File: src/fwpa_pkg.sv
// Shared types and codes for the firmware page assembler.
package fwpa_pkg;

  // Input operation codes.
  localparam logic [1:0] OP_START = 2'd0;
  localparam logic [1:0] OP_WRITE = 2'd1;
  localparam logic [1:0] OP_END   = 2'd2;

  // Result kinds.
  localparam logic [1:0] KIND_STATUS  = 2'd0;
  localparam logic [1:0] KIND_ERASE   = 2'd1;
  localparam logic [1:0] KIND_PROGRAM = 2'd2;

  // Status codes.
  localparam logic [1:0] ST_OK         = 2'd0;
  localparam logic [1:0] ST_NO_SESSION = 2'd1;
  localparam logic [1:0] ST_BAD_OFFSET = 2'd2;

  typedef enum logic [2:0] {
    S_IDLE,
    S_EXEC,
    S_ERASE,
    S_PROG,
    S_STATUS
  } state_t;

  // Commands from the controller to the datapath.
  typedef struct packed {
    logic       take_item;
    logic       commit_start;
    logic       commit_write;
    logic       page_advance;
    logic       end_clear;
    logic       idx_clear;
    logic       idx_inc;
    logic       emit;
    logic [1:0] emit_kind;
    logic [1:0] emit_status;
    logic       emit_last;
  } fwpa_cmd_t;

  // Status from the datapath to the controller.
  typedef struct packed {
    logic [1:0] op;
    logic       session_open;
    logic       write_ok;
    logic       fill_full_after;
    logic       fill_zero;
    logic       out_free;
    logic       idx_last;
  } fwpa_stat_t;

endpackage

File: src/fwpa_ctrl.sv
// Controller state machine of the firmware page assembler.
module fwpa_ctrl
  import fwpa_pkg::*;
(
  input  logic       clk,
  input  logic       rst_n,
  input  logic       in_tvalid,
  output logic       in_tready,
  input  fwpa_stat_t stat,
  output fwpa_cmd_t  cmd
);

  state_t state_r, state_nxt;

  always_ff @(posedge clk) begin
    if (!rst_n) begin
      state_r <= S_IDLE;
    end else begin
      state_r <= state_nxt;
    end
  end

  always_comb begin
    state_nxt       = state_r;
    cmd             = '0;
    cmd.emit_kind   = KIND_STATUS;
    cmd.emit_status = ST_OK;
    in_tready       = (state_r == S_IDLE);

    case (state_r)
      S_IDLE: begin
        if (in_tvalid) begin
          cmd.take_item = 1'b1;
          state_nxt     = S_EXEC;
        end
      end

      S_EXEC: begin
        case (stat.op)
          OP_START: begin
            if (stat.out_free) begin
              cmd.commit_start = 1'b1;
              cmd.emit         = 1'b1;
              cmd.emit_last    = 1'b1;
              state_nxt        = S_IDLE;
            end
          end
          OP_WRITE: begin
            if (!stat.session_open) begin
              if (stat.out_free) begin
                cmd.emit        = 1'b1;
                cmd.emit_status = ST_NO_SESSION;
                cmd.emit_last   = 1'b1;
                state_nxt       = S_IDLE;
              end
            end else if (!stat.write_ok) begin
              if (stat.out_free) begin
                cmd.emit        = 1'b1;
                cmd.emit_status = ST_BAD_OFFSET;
                cmd.emit_last   = 1'b1;
                state_nxt       = S_IDLE;
              end
            end else if (stat.fill_full_after) begin
              // The word completes the page: store it and flush.
              cmd.commit_write = 1'b1;
              cmd.idx_clear    = 1'b1;
              state_nxt        = S_ERASE;
            end else if (stat.out_free) begin
              cmd.commit_write = 1'b1;
              cmd.emit         = 1'b1;
              cmd.emit_last    = 1'b1;
              state_nxt        = S_IDLE;
            end
          end
          OP_END: begin
            if (stat.session_open && !stat.fill_zero) begin
              cmd.idx_clear = 1'b1;
              state_nxt     = S_ERASE;
            end else if (stat.out_free) begin
              cmd.end_clear = 1'b1;
              cmd.emit      = 1'b1;
              cmd.emit_last = 1'b1;
              state_nxt     = S_IDLE;
            end
          end
          default: begin
            if (stat.out_free) begin
              cmd.emit      = 1'b1;
              cmd.emit_last = 1'b1;
              state_nxt     = S_IDLE;
            end
          end
        endcase
      end

      S_ERASE: begin
        if (stat.out_free) begin
          cmd.emit      = 1'b1;
          cmd.emit_kind = KIND_ERASE;
          state_nxt     = S_PROG;
        end
      end

      S_PROG: begin
        if (stat.out_free) begin
          cmd.emit      = 1'b1;
          cmd.emit_kind = KIND_PROGRAM;
          cmd.idx_inc   = 1'b1;
          if (stat.idx_last) begin
            cmd.page_advance = 1'b1;
            state_nxt        = S_STATUS;
          end
        end
      end

      S_STATUS: begin
        if (stat.out_free) begin
          cmd.emit      = 1'b1;
          cmd.emit_last = 1'b1;
          cmd.end_clear = (stat.op == OP_END);
          state_nxt     = S_IDLE;
        end
      end

      default: begin
        state_nxt = S_IDLE;
      end
    endcase
  end

endmodule

File: src/fwpa_datapath.sv
// Datapath of the firmware page assembler: session state, page buffer and output register.
module fwpa_datapath
  import fwpa_pkg::*;
#(
  parameter int PAGE_WORDS = 32
) (
  input  logic        clk,
  input  logic        rst_n,
  input  logic        cfg_we,
  input  logic [31:0] cfg_wdata,
  input  logic [63:0] in_tdata,
  input  logic [1:0]  in_tuser,
  output logic        out_tvalid,
  input  logic        out_tready,
  output logic [71:0] out_tdata,
  output logic [1:0]  out_tuser,
  output logic        out_tlast,
  input  fwpa_cmd_t   cmd,
  output fwpa_stat_t  stat
);

  localparam int          FW         = $clog2(PAGE_WORDS + 1);
  localparam int          IW         = $clog2(PAGE_WORDS);
  localparam logic [31:0] PAGE_BYTES = 32'(PAGE_WORDS * 4);

  logic [31:0]   target_base_r;
  logic          session_open_r;
  logic [31:0]   page_address_r;
  logic [FW-1:0] fill_count_r;
  logic [IW-1:0] idx_r;

  logic [1:0]    op_r;
  logic [31:0]   word_r;
  logic [31:0]   offset_r;

  logic [31:0]   page_mem [PAGE_WORDS];
  logic [31:0]   rdata_r;
  logic [IW-1:0] rd_addr;

  logic          out_valid_r;
  logic [1:0]    out_kind_r;
  logic [31:0]   out_addr_r;
  logic [31:0]   out_data_r;
  logic [1:0]    out_status_r;
  logic          out_last_r;

  logic [31:0]   expected_offset;
  logic [31:0]   emit_addr;
  logic [31:0]   emit_data;

  assign expected_offset = page_address_r - target_base_r + (32'(fill_count_r) << 2);

  assign stat.op              = op_r;
  assign stat.session_open    = session_open_r;
  assign stat.write_ok        = (offset_r == expected_offset) &&
                                (fill_count_r < FW'(PAGE_WORDS));
  assign stat.fill_full_after = (fill_count_r == FW'(PAGE_WORDS - 1));
  assign stat.fill_zero       = (fill_count_r == '0);
  assign stat.out_free        = !out_valid_r || out_tready;
  assign stat.idx_last        = (idx_r == IW'(PAGE_WORDS - 1));

  // Read one ahead while a program transaction leaves; hold the address on a stall.
  always_comb begin
    rd_addr = idx_r;
    if (cmd.emit && (cmd.emit_kind == KIND_PROGRAM) && !stat.idx_last) begin
      rd_addr = idx_r + 1'b1;
    end
  end

  always_ff @(posedge clk) begin
    if (cmd.commit_write) begin
      page_mem[fill_count_r[IW-1:0]] <= word_r;
    end
    rdata_r <= page_mem[rd_addr];
  end

  always_ff @(posedge clk) begin
    if (cmd.take_item) begin
      op_r     <= in_tuser;
      word_r   <= in_tdata[31:0];
      offset_r <= in_tdata[63:32];
    end
  end

  always_ff @(posedge clk) begin
    if (!rst_n) begin
      target_base_r  <= '0;
      session_open_r <= 1'b0;
      page_address_r <= '0;
      fill_count_r   <= '0;
      idx_r          <= '0;
    end else begin
      if (cfg_we) begin
        target_base_r <= cfg_wdata;
      end
      if (cmd.commit_start) begin
        session_open_r <= 1'b1;
        page_address_r <= target_base_r;
        fill_count_r   <= '0;
      end
      if (cmd.commit_write) begin
        fill_count_r <= fill_count_r + 1'b1;
      end
      if (cmd.page_advance) begin
        page_address_r <= page_address_r + PAGE_BYTES;
        fill_count_r   <= '0;
      end
      if (cmd.end_clear) begin
        session_open_r <= 1'b0;
        page_address_r <= '0;
        fill_count_r   <= '0;
      end
      if (cmd.idx_clear) begin
        idx_r <= '0;
      end else if (cmd.idx_inc) begin
        idx_r <= stat.idx_last ? '0 : idx_r + 1'b1;
      end
    end
  end

  // Words past the fill count belong to the zero padding of a closing page.
  always_comb begin
    emit_addr = '0;
    emit_data = '0;
    case (cmd.emit_kind)
      KIND_ERASE: begin
        emit_addr = page_address_r;
      end
      KIND_PROGRAM: begin
        emit_addr = page_address_r + (32'(idx_r) << 2);
        emit_data = (FW'(idx_r) < fill_count_r) ? rdata_r : '0;
      end
      default: begin
        emit_addr = '0;
      end
    endcase
  end

  always_ff @(posedge clk) begin
    if (!rst_n) begin
      out_valid_r <= 1'b0;
    end else if (cmd.emit) begin
      out_valid_r <= 1'b1;
    end else if (out_tready) begin
      out_valid_r <= 1'b0;
    end
  end

  always_ff @(posedge clk) begin
    if (cmd.emit) begin
      out_kind_r   <= cmd.emit_kind;
      out_addr_r   <= emit_addr;
      out_data_r   <= emit_data;
      out_status_r <= cmd.emit_status;
      out_last_r   <= cmd.emit_last;
    end
  end

  assign out_tvalid = out_valid_r;
  assign out_tdata  = {6'b0, out_status_r, out_data_r, out_addr_r};
  assign out_tuser  = out_kind_r;
  assign out_tlast  = out_last_r;

endmodule

File: src/firmware_page_assembler_core.sv
// Firmware page assembler: collects update words into flash pages and issues flash commands.
//
// Input channel in_*: one transaction per update event. in_tuser carries the operation
// (start, write, end); in_tdata carries the data word and its claimed byte offset.
// Output channel out_*: erase, program and status results; out_tuser names the kind and
// out_tlast marks the status result that closes every input transaction.
// cfg_we/cfg_wdata load the byte base address of the target flash bank; write it
// only while the block is idle.
// An item is accepted in S_IDLE and checked against the session state in S_EXEC, where
// its status is loaded into the output register once that is free. A write that fills a
// page, or an end that closes a partial page, goes through S_ERASE, S_PROG and S_STATUS
// instead: an erase transaction, PAGE_WORDS program transactions read from the page
// buffer, one a cycle unless out_tready stalls, then the status. Input is held off while
// an item is at work; a stall on out_tready holds the output register and pauses the flush.
// Reset closes the session and clears the page address, fill count and base address;
// the page buffer needs no clearing since only words written in the session are read.
module firmware_page_assembler_core
  import fwpa_pkg::*;
#(
  parameter int PAGE_WORDS = 32
) (
  input  logic        clk,
  input  logic        rst_n,
  input  logic        cfg_we,
  input  logic [31:0] cfg_wdata,
  input  logic        in_tvalid,
  output logic        in_tready,
  input  logic [63:0] in_tdata,   // data_word [31:0], byte_offset [63:32]
  input  logic [1:0]  in_tuser,   // operation [1:0]
  output logic        out_tvalid,
  input  logic        out_tready,
  output logic [71:0] out_tdata,  // flash_address [31:0], program_data [63:32],
                                  // status [65:64], zero [71:66]
  output logic [1:0]  out_tuser,  // kind [1:0]
  output logic        out_tlast
);

  fwpa_cmd_t  cmd;
  fwpa_stat_t stat;

  fwpa_ctrl u_ctrl (
    .clk       (clk),
    .rst_n     (rst_n),
    .in_tvalid (in_tvalid),
    .in_tready (in_tready),
    .stat      (stat),
    .cmd       (cmd)
  );

  fwpa_datapath #(
    .PAGE_WORDS (PAGE_WORDS)
  ) u_datapath (
    .clk        (clk),
    .rst_n      (rst_n),
    .cfg_we     (cfg_we),
    .cfg_wdata  (cfg_wdata),
    .in_tdata   (in_tdata),
    .in_tuser   (in_tuser),
    .out_tvalid (out_tvalid),
    .out_tready (out_tready),
    .out_tdata  (out_tdata),
    .out_tuser  (out_tuser),
    .out_tlast  (out_tlast),
    .cmd        (cmd),
    .stat       (stat)
  );

endmodule

File: config.mk
export PLATFORM = sky130hd
export DESIGN_NAME = firmware_page_assembler_core
export DESIGN_NICKNAME = d
export VERILOG_FILES = /design/src/fwpa_pkg.sv /design/src/fwpa_ctrl.sv /design/src/fwpa_datapath.sv /design/src/firmware_page_assembler_core.sv
export SDC_FILE = /design/constraint.sdc
export NUM_CORES = 2
export LEC_CHECK = 0
export ABC_CLOCK_PERIOD_IN_PS = 9300
export BUFFER_PORTS_ARGS = -buffer_cell sky130_fd_sc_hd__buf_2
export CORE_MARGIN = 2
export CORE_UTILIZATION = 55
export CTS_BUF_LIST = sky130_fd_sc_hd__clkbuf_8
export DETAILED_ROUTE_END_ITERATION = 7
export GPL_TIMING_DRIVEN = 0
export PLACE_DENSITY_LB_ADDON = 0.15
export SYNTH_ARGS = -nofsm -noshare
export SYNTH_HDL_FRONTEND = slang
export SYNTH_SLANG_ARGS = --single-unit
File: constraint.sdc
create_clock -name clk -period 9.3 [get_ports clk]
set_clock_uncertainty 0.05 [all_clocks]
set_input_delay 1.395 -clock clk [delete_from_list [all_inputs] [get_ports clk]]
set_output_delay 1.395 -clock clk [all_outputs]
set_load 0.01 [all_outputs]
=== Word level (Yosys, flattened, before mapping) ===
Memory sizes are Yosys's and may differ from the RTL's. A register that Yosys moved wholly into a read port is not among the register bits.
Index checks and enable logic that the tools add are counted.

* Equality and inequality tests: 15
* Bitwise operators: 1
* $add $sub $neg: 6
* Reductions and logical operators: 20
* Mux-type cells: 59
* $lt $le $gt $ge: 2

{| class="wikitable"
|+ Operators with widths
! kind !! count
|-
| 32-bit 2-to-1 mux || 2
|-
| 32-bit one-hot mux with 2 select lines || 1
|-
| 3-bit 2-to-1 mux || 11
|-
| 32-bit by 7-bit adder with 32-bit output || 1
|-
| 32-bit by 8-bit adder with 32-bit output || 1
|-
| 32-bit by 8-bit adder with 32-bit output (second input constant) || 1
|-
| 32-bit equality test || 1
|-
| 32-bit subtractor || 1
|-
| 1-bit 2-to-1 mux || 28
|-
| 3-bit one-hot mux with 5 select lines || 1
|-
| 6-bit 2-to-1 mux || 2
|-
| 5-bit 2-to-1 mux || 2
|-
| 1-bit one-hot mux with 2 select lines || 5
|-
| 6-bit by 1-bit adder with 6-bit output (second input constant) || 1
|-
| 3-bit by 2-bit equality test with 1-bit output (second input constant) || 2
|-
| 6-bit by 5-bit equality test with 1-bit output (second input constant) || 1
|-
| 6-bit logical NOT || 1
|-
| 5-bit by 6-bit less-than comparator with 1-bit output || 1
|-
| 6-bit less-than comparator (second input constant) || 1
|-
| 2-bit 2-to-1 mux || 3
|-
| 2-bit != test (second input constant) || 3
|-
| 3-bit one-hot mux with 2 select lines || 1
|-
| 2-bit nonzero test || 3
|-
| 5-bit by 1-bit adder with 5-bit output (second input constant) || 1
|-
| other kinds (19) || 28
|}

* Memories kept: 1
* Output and inout bits: 77
* Memory bits (writable): 1024
* Logic and storage cells: 119
* Flip-flop bits (word level): 215
* Bits of input ports: 103

{| class="wikitable"
|+ Memories
! memory !! depth !! width !! read ports !! clocked after Yosys merged registers in !! wr ports !! RTL line !! text
|-
| u_datapath.page_mem || 32 || 32 || 1 || 1 || 1 || fwpa_datapath.sv:36 || <nowiki>logic [31:0] page_mem [PAGE_WORDS];</nowiki>
|}

=== Depth between registers and ports, before layout ===
* Word-level depth: 11
* Depth in mapped cells: 21
* Mapped depth without buffers: 18

=== Modules after synthesis ===
A second synthesis with hierarchy kept.

* Cells, all modules: 2760
* Area, all modules: 51674.6 um2

{| class="wikitable"
|+ By module, submodules not included
! module !! cells an instance !! area each (um2) !! instances
|-
| fwpa_datapath || 2699 || 51226.6 || 1
|-
| fwpa_ctrl || 61 || 447.9 || 1
|}

=== Worst setup path before layout ===
Ideal clock, no wire load.

* Kind: register to register
* Start point: register u_datapath.page_address_r[7]
* End point: register u_datapath.out_addr_r[0] (enable)
* Setup slack: 2.623 ns
* Arrival time: 6.129 ns
* Buffers on the path: 1
* Library setup time: 0.498 ns
* Data required time: 8.752 ns
* Clock period less this slack: 6.677 ns
* Cell stages (with the launch flop): 17
* Path through: dfxtp_1 clkbuf_1 inv_1 fa_1 inv_1 ha_1 nand2_1 nor4_1 o21ai_0 a31oi_1 xnor2_1 a21boi_0 nor3_1 and4_1 nand3_1 a31oi_1 nor2_1

{| class="wikitable"
|+ RTL lines
! element !! RTL line !! text
|-
| start, declared || fwpa_datapath.sv:28 || <nowiki>logic [31:0] page_address_r;</nowiki>
|-
| start signal, assigned || fwpa_datapath.sv:98 || <nowiki>page_address_r <= target_base_r;</nowiki>
|-
| start signal, assigned || fwpa_datapath.sv:105 || <nowiki>page_address_r <= page_address_r + PAGE_BYTES;</nowiki>
|-
| end signal, assigned || fwpa_datapath.sv:152 || <nowiki>out_addr_r <= emit_addr;</nowiki>
|-
| end, declared || fwpa_datapath.sv:42 || <nowiki>logic [31:0] out_addr_r;</nowiki>
|}

=== Final worst setup path ===
* Start point: register u_datapath.idx_r[1]
* End point: register u_datapath.rdata_r[20] (read register of u_datapath.page_mem)

* Cells in the longest elaborated chain, start to end: 4

{| class="wikitable"
|+ Ends and longest elaborated chain
! element !! RTL line !! text
|-
| start, declared || fwpa_datapath.sv:30 || <nowiki>logic [IW-1:0] idx_r;</nowiki>
|-
| start signal, assigned || fwpa_datapath.sv:116 || <nowiki>idx_r <= stat.idx_last ? '0 : idx_r + 1'b1;</nowiki>
|-
| branches (longest 3 deep; another with 5-bit by 1-bit adder with 5-bit output) || n/a ||
|-
| 5-bit 2-to-1 mux * || fwpa_datapath.sv:65 || <nowiki>if (cmd.emit && (cmd.emit_kind == KIND_PROGRAM) && !stat.idx_last) begin</nowiki>
|-
| end, declared || fwpa_datapath.sv:37 || <nowiki>logic [31:0] rdata_r;</nowiki>
|}

Mark *: on every way between the ends.
A chain may end at the register's enable or synchronous reset.

==> impl_summary.txt <==
----------------------------------------------------
[Status]
  Result of the run ... finished, violations left
  Failing checks ... DRC, capacitance limit, slew limit

[Min path]
  Startpoint of the worst hold path ... u_datapath.target_base_r[1]$_SDFFE_PN0P_
  Count of cells along the worst hold path ... 2
  Hold worst-path end ... u_datapath.page_address_r[1]$_SDFFE_PP0P_
  Hold Crit Class ... reg -> reg

[Timing]
  Fmax ... 0.118 GHz
  Tightest Pin Transition ... between 1500 and 2000 ps
  Accumulated negative setup slack ... 0 ps
  Final worst path period share ... 0.907
  Slew headroom ... -0.0822
  Post-route minimum period ... roughly 8400 ps
  Setup-failing EPs final ... 0
  Final setup slack of the worst path ... 861 ps
  Final-report hold violation count ... 0
  RSZ-0062 raised after global routing ... no
  Final-report max-slew violation count ... 76

[Detailed routing]
  Number of iterations in the first detailed-routing pass ... 8
  DRT Wirelength ... around 240000 um
  Number of remaining DRC errors ... 25
  Number of DRC markers after the initial detailed-route iteration ... roughly 7400
  Average wire per standard cell ... about 33 um
  Via-to-Cell Ratio ... between 6 and 7
  Antenna violation net count after detailed routing ... 0
  Number of vias in the routed layout ... a little under 50000

[Global route]
  Antenna violations before repair ... 21
  Number of global-route vias before repair ... around 48000
  First-pass GRT wire length ... between 300000 and 400000 um
  Largest net degree at the start of global routing ... 33
  Global-route total usage across every layer ... 0.385
  Congestion Overflow GR ... 0

[CTS]
  Postcts setup bufs ... 0
  Clock tree buffer depth ... 3
  TritonCTS clock tree ... yes
  Latest clock arrival within the worst-skew pair ... between 900 and 1000 ps
  Number of CTS-inserted buffers ... around 210
  # hold bufs at CTS ... 0
  Number of sinks driven by the clock tree ... 1271
  Master cell of the clock root buffer ... sky130_fd_sc_hd__clkbuf_8
  H-Tree Level Count ... 4
  Clock transition at the register clock pins on the worst setup and hold paths after CTS ... about 70 ps
  Post-cts resize count ... 0

[Setup path]
  Endpoint class of the critical path ... flop
  Crit Reg-Reg Startpoint ... u_datapath.idx_r[1]$_SDFFE_PP0P_
  Number of buffer and inverter instances along the worst setup path ... 6
  CP max-delay cell ... sky130_fd_sc_hd__clkbuf_1
  Largest delay contributor family on the critical path ... buffers and inverters
  Most repeated library cell on the critical path ... sky130_fd_sc_hd__clkbuf_1
  Terminus of the critical flop-to-flop path ... u_datapath.rdata_r[20]$_DFF_P_
  Classification of the worst setup path ... reg -> reg
  Number of cells on the worst reg-to-reg path ... 17
  Sequence of cells on the critical path ... ha_1 > clkbuf_1 > clkbuf_1 > clkbuf_1 > and3_1 > ha_1 > clkbuf_1 > or3b_2 > nand2b_1 > and3_1 > nand4_4 > nand2_2 > buf_4 > mux2i_1 > clkbuf_1 > a21oi_1 > a2111o_1
  Reg2Reg Setup Slack ... 860 ps
  Maximum fanout count along the critical path ... 10
  Required time worst endpoint ... 10120 ps
  Slowest stage delay, CP ... 1000 ps
  Crit start category ... flop
  Arrival time worst endpoint ... around 9300 ps

[Placement]
  Dpl cells ... 6756
  Worst Setup Slack post-DPL ... approximately 1400 ps
  RePlAce Congestion ... around 1.0
  Total of buffers placed on input and output ports ... roughly 170
  Placed Area ... around 70000 um2
  DPL Wire Length ... around 170000 um

[Finish]
  Sequential cell area ... between 30000 and 40000 um2
  Fraction of final layout cells with drive strength greater than 1 ... 0.189
  Design area ... 74500 um2
  Layout Nets ... ~5600
  Syn-to-layout area delta ... 13.1%
  Fill count ... between 9000 and 10000
  Post-route insts no fill ... just over 7000
  Area occupied by multi-input gates ... about 27000 um2

[Power]
  Worst vdd rail ir drop ... between 0.15 and 0.2 mV
  Power, Total ... 11600 uW
  Pwr per Cell Area ... between 150 and 200 nW/um2
  Pleak ... 0.0231 uW

[Logic synthesis]
  Synthesized area divided by synthesized cell count ... approximately 13 um2
  Post-synthesis instance area ... 65900 um2
  Register bit count reported by yosys ... around 1300
  FFs w/ async S/R, synth ... 0
  Number of warnings reported in the yosys synthesis log ... 0
  Part of the Yosys area used for sequential elements ... 0.562
  Synthesized instance count ... just under 5000
  EDFF count, synth ... approximately 1200
  Flip-flop cell with the highest count after synthesis ... sky130_fd_sc_hd__edfxtp_1
  Yosys cell types ... 86

[Job]
  Max-cap violation count ... 5

[Floorplanning]
  Core Rows ... 126
  Overall die area ... about 120000 um2
  Num ports ... 180
  Die boundary width ... around 350 um
  Die height ... 350 um
  Starting density of the core ... 0.556
  Core area ... about 120000 um2

----------------------------------------------------
[cell families (layout without fill, tap and decap cells)]
| kind of cell | after synthesis | in the layout | synth area share |
|---|---|---|---|
| flip-flops | 1271 | 1271 | 0.562 |
| multiplexers | 1267 | 1267 | 0.225 |
| AO/OA/AOI/OAI | 1003 | 1003 | 0.104 |
| AND/OR/NAND/NOR | 794 | 794 | 0.0581 |
| buffers and inverters | 456 | 1068 | 0.0278 |
| adder cells (fa/ha/maj) | 84 | 84 | 0.0169 |
| XOR/XNOR | 47 | 47 | 0.00625 |
| other | 1 | 14 | 0.0000569 |
[worst reg2reg max path: cells and delay by family, from the launching register on]
kind,cells,cell delay (ps)
DFF,1,590
muxes,1,920
and+or+nand+nor,6,1730
buffers and inverters,6,3830
adders and majority gates,2,360
AOI/OAI and AO/OA,2,860
[power breakdown]
group | switching [uW] | internal [uW] | leakage (uW) | total (uW)
clock | 2360 | 2410 | 0.00229 | 4770
combinational | 302 | 170 | 0.00939 | 472
sequential | 96.8 | 6290 | 0.0115 | 6380
total | 2760 | 8870 | 0.0231 | 11600
[worst max path at each step]
| stage | start | endpoint | slack [ps] | cells after the start |
|---|---|---|---|---|
| after global placement | in_tvalid | u_datapath.word_r[0]$_DFFE_PP_ | -2320 | 3 |
| final | u_datapath.idx_r[1]$_SDFFE_PP0P_ | u_datapath.rdata_r[20]$_DFF_P_ | 860 | 17 |
| after CTS | u_datapath.idx_r[1]$_SDFFE_PP0P_ | u_datapath.rdata_r[22]$_DFF_P_ | 1380 | 17 |
| after global routing | u_datapath.idx_r[1]$_SDFFE_PP0P_ | u_datapath.rdata_r[10]$_DFF_P_ | 1110 | 17 |
| after floorplan | u_datapath.page_address_r[7]$_SDFFE_PP0P_ | u_datapath.out_addr_r[0]$_DFFE_PP_ | 2620 | 16 |
| after detailed placement | u_datapath.idx_r[1]$_SDFFE_PP0P_ | u_datapath.rdata_r[22]$_DFF_P_ | 1450 | 17 |
[cell usage after synthesis, drive strengths merged (10+ instances only)]
cell     count  area share
a2111o      31      0.0053
a2111oi     35      0.0049
a211oi      12      0.0014
a21o        14      0.0016
a21oi      204       0.016
a221oi     102       0.014
a22oi       12      0.0014
a311oi      14      0.0019
a31oi       10      0.0012
and2        45      0.0043
and3        13      0.0012
buf        127      0.0091
clkbuf     259       0.015
dfxtp      112       0.034
edfxtp    1159        0.53
ha          76       0.014
inv         70      0.0040
mux2       286       0.049
mux2i      841        0.13
mux4       140       0.048
nand2      130      0.0074
nand2b      19      0.0018
nand3      136       0.010
nand4       33      0.0034
nor2       252       0.014
nor2b       46      0.0044
nor3        67      0.0051
nor4        10     0.00095
o211ai      18      0.0021
o21a        15      0.0017
o21ai       71      0.0055
o22ai      402       0.038
or3         11      0.0010
xnor2       26      0.0035
xor2        21      0.0028
[cell type report]
| type | count | share of cell area |
|---|---|---|
| sequential | 1271 | 0.497 |
| multi-input combinational | 3201 | 0.366 |
| clock buffer | 224 | 0.0414 |
| timing repair buffer | 240 | 0.0322 |
| tap | 1600 | 0.0269 |
| buffer | 386 | 0.0211 |
| clock inverter | 148 | 0.0116 |
| inverter | 70 | 0.00353 |
| antenna | 8 | 0.000269 |
[sequential cells by signal, summed over array words and instances, names as in the netlist]
signal	flops
u_ctrl.state_r	3
u_datapath.fill_count_r	6
u_datapath.idx_r	5
u_datapath.offset_r	32
u_datapath.op_r	2
u_datapath.out_addr_r	32
u_datapath.out_data_r	32
u_datapath.out_status_r	2
u_datapath.out_tlast	1
u_datapath.out_tuser	2
u_datapath.out_tvalid	1
u_datapath.page_address_r	32
u_datapath.page_mem	1024
u_datapath.rdata_r	32
u_datapath.session_open_r	1
u_datapath.target_base_r	32
u_datapath.word_r	32
[per-layer routing]
metal | share of wire | global-route usage
met4 | 0.073 | 0.251
met1 | 0.36 | 0.495
met2 | 0.43 | 0.569
met5 | 0.00048 | 0
met3 | 0.13 | 0.115
[per-stage QoR]
step / util / hold WS [ps]
floorplan: - / 386
global placement: 0.581 / 398
detailed placement: 0.593 / 410
CTS: 0.626 / 419
global route: 0.629 / 439
finish: 0.629 / 414
[layout by cell type (no fill, tap or decap), drive strengths merged, types with 13 or more instances in the layout]
master	n
nor3	67
nand4	33
dfxtp	112
o211ai	18
o22ai	402
a21oi	204
o21ai	71
inv	150
a311oi	14
mux2i	841
mux2	286
and3	13
xor2	21
edfxtp	1159
buf	367
clkbuf	483
a2111oi	35
a21o	14
mux4	140
a221oi	102
xnor2	26
nand2	130
ha	76
nor2b	46
nor2	252
and2	45
nand3	136
clkinv	57
nand2b	19
o21a	15
a2111o	31
Note: power is estimated with default switching activity, not from simulation.
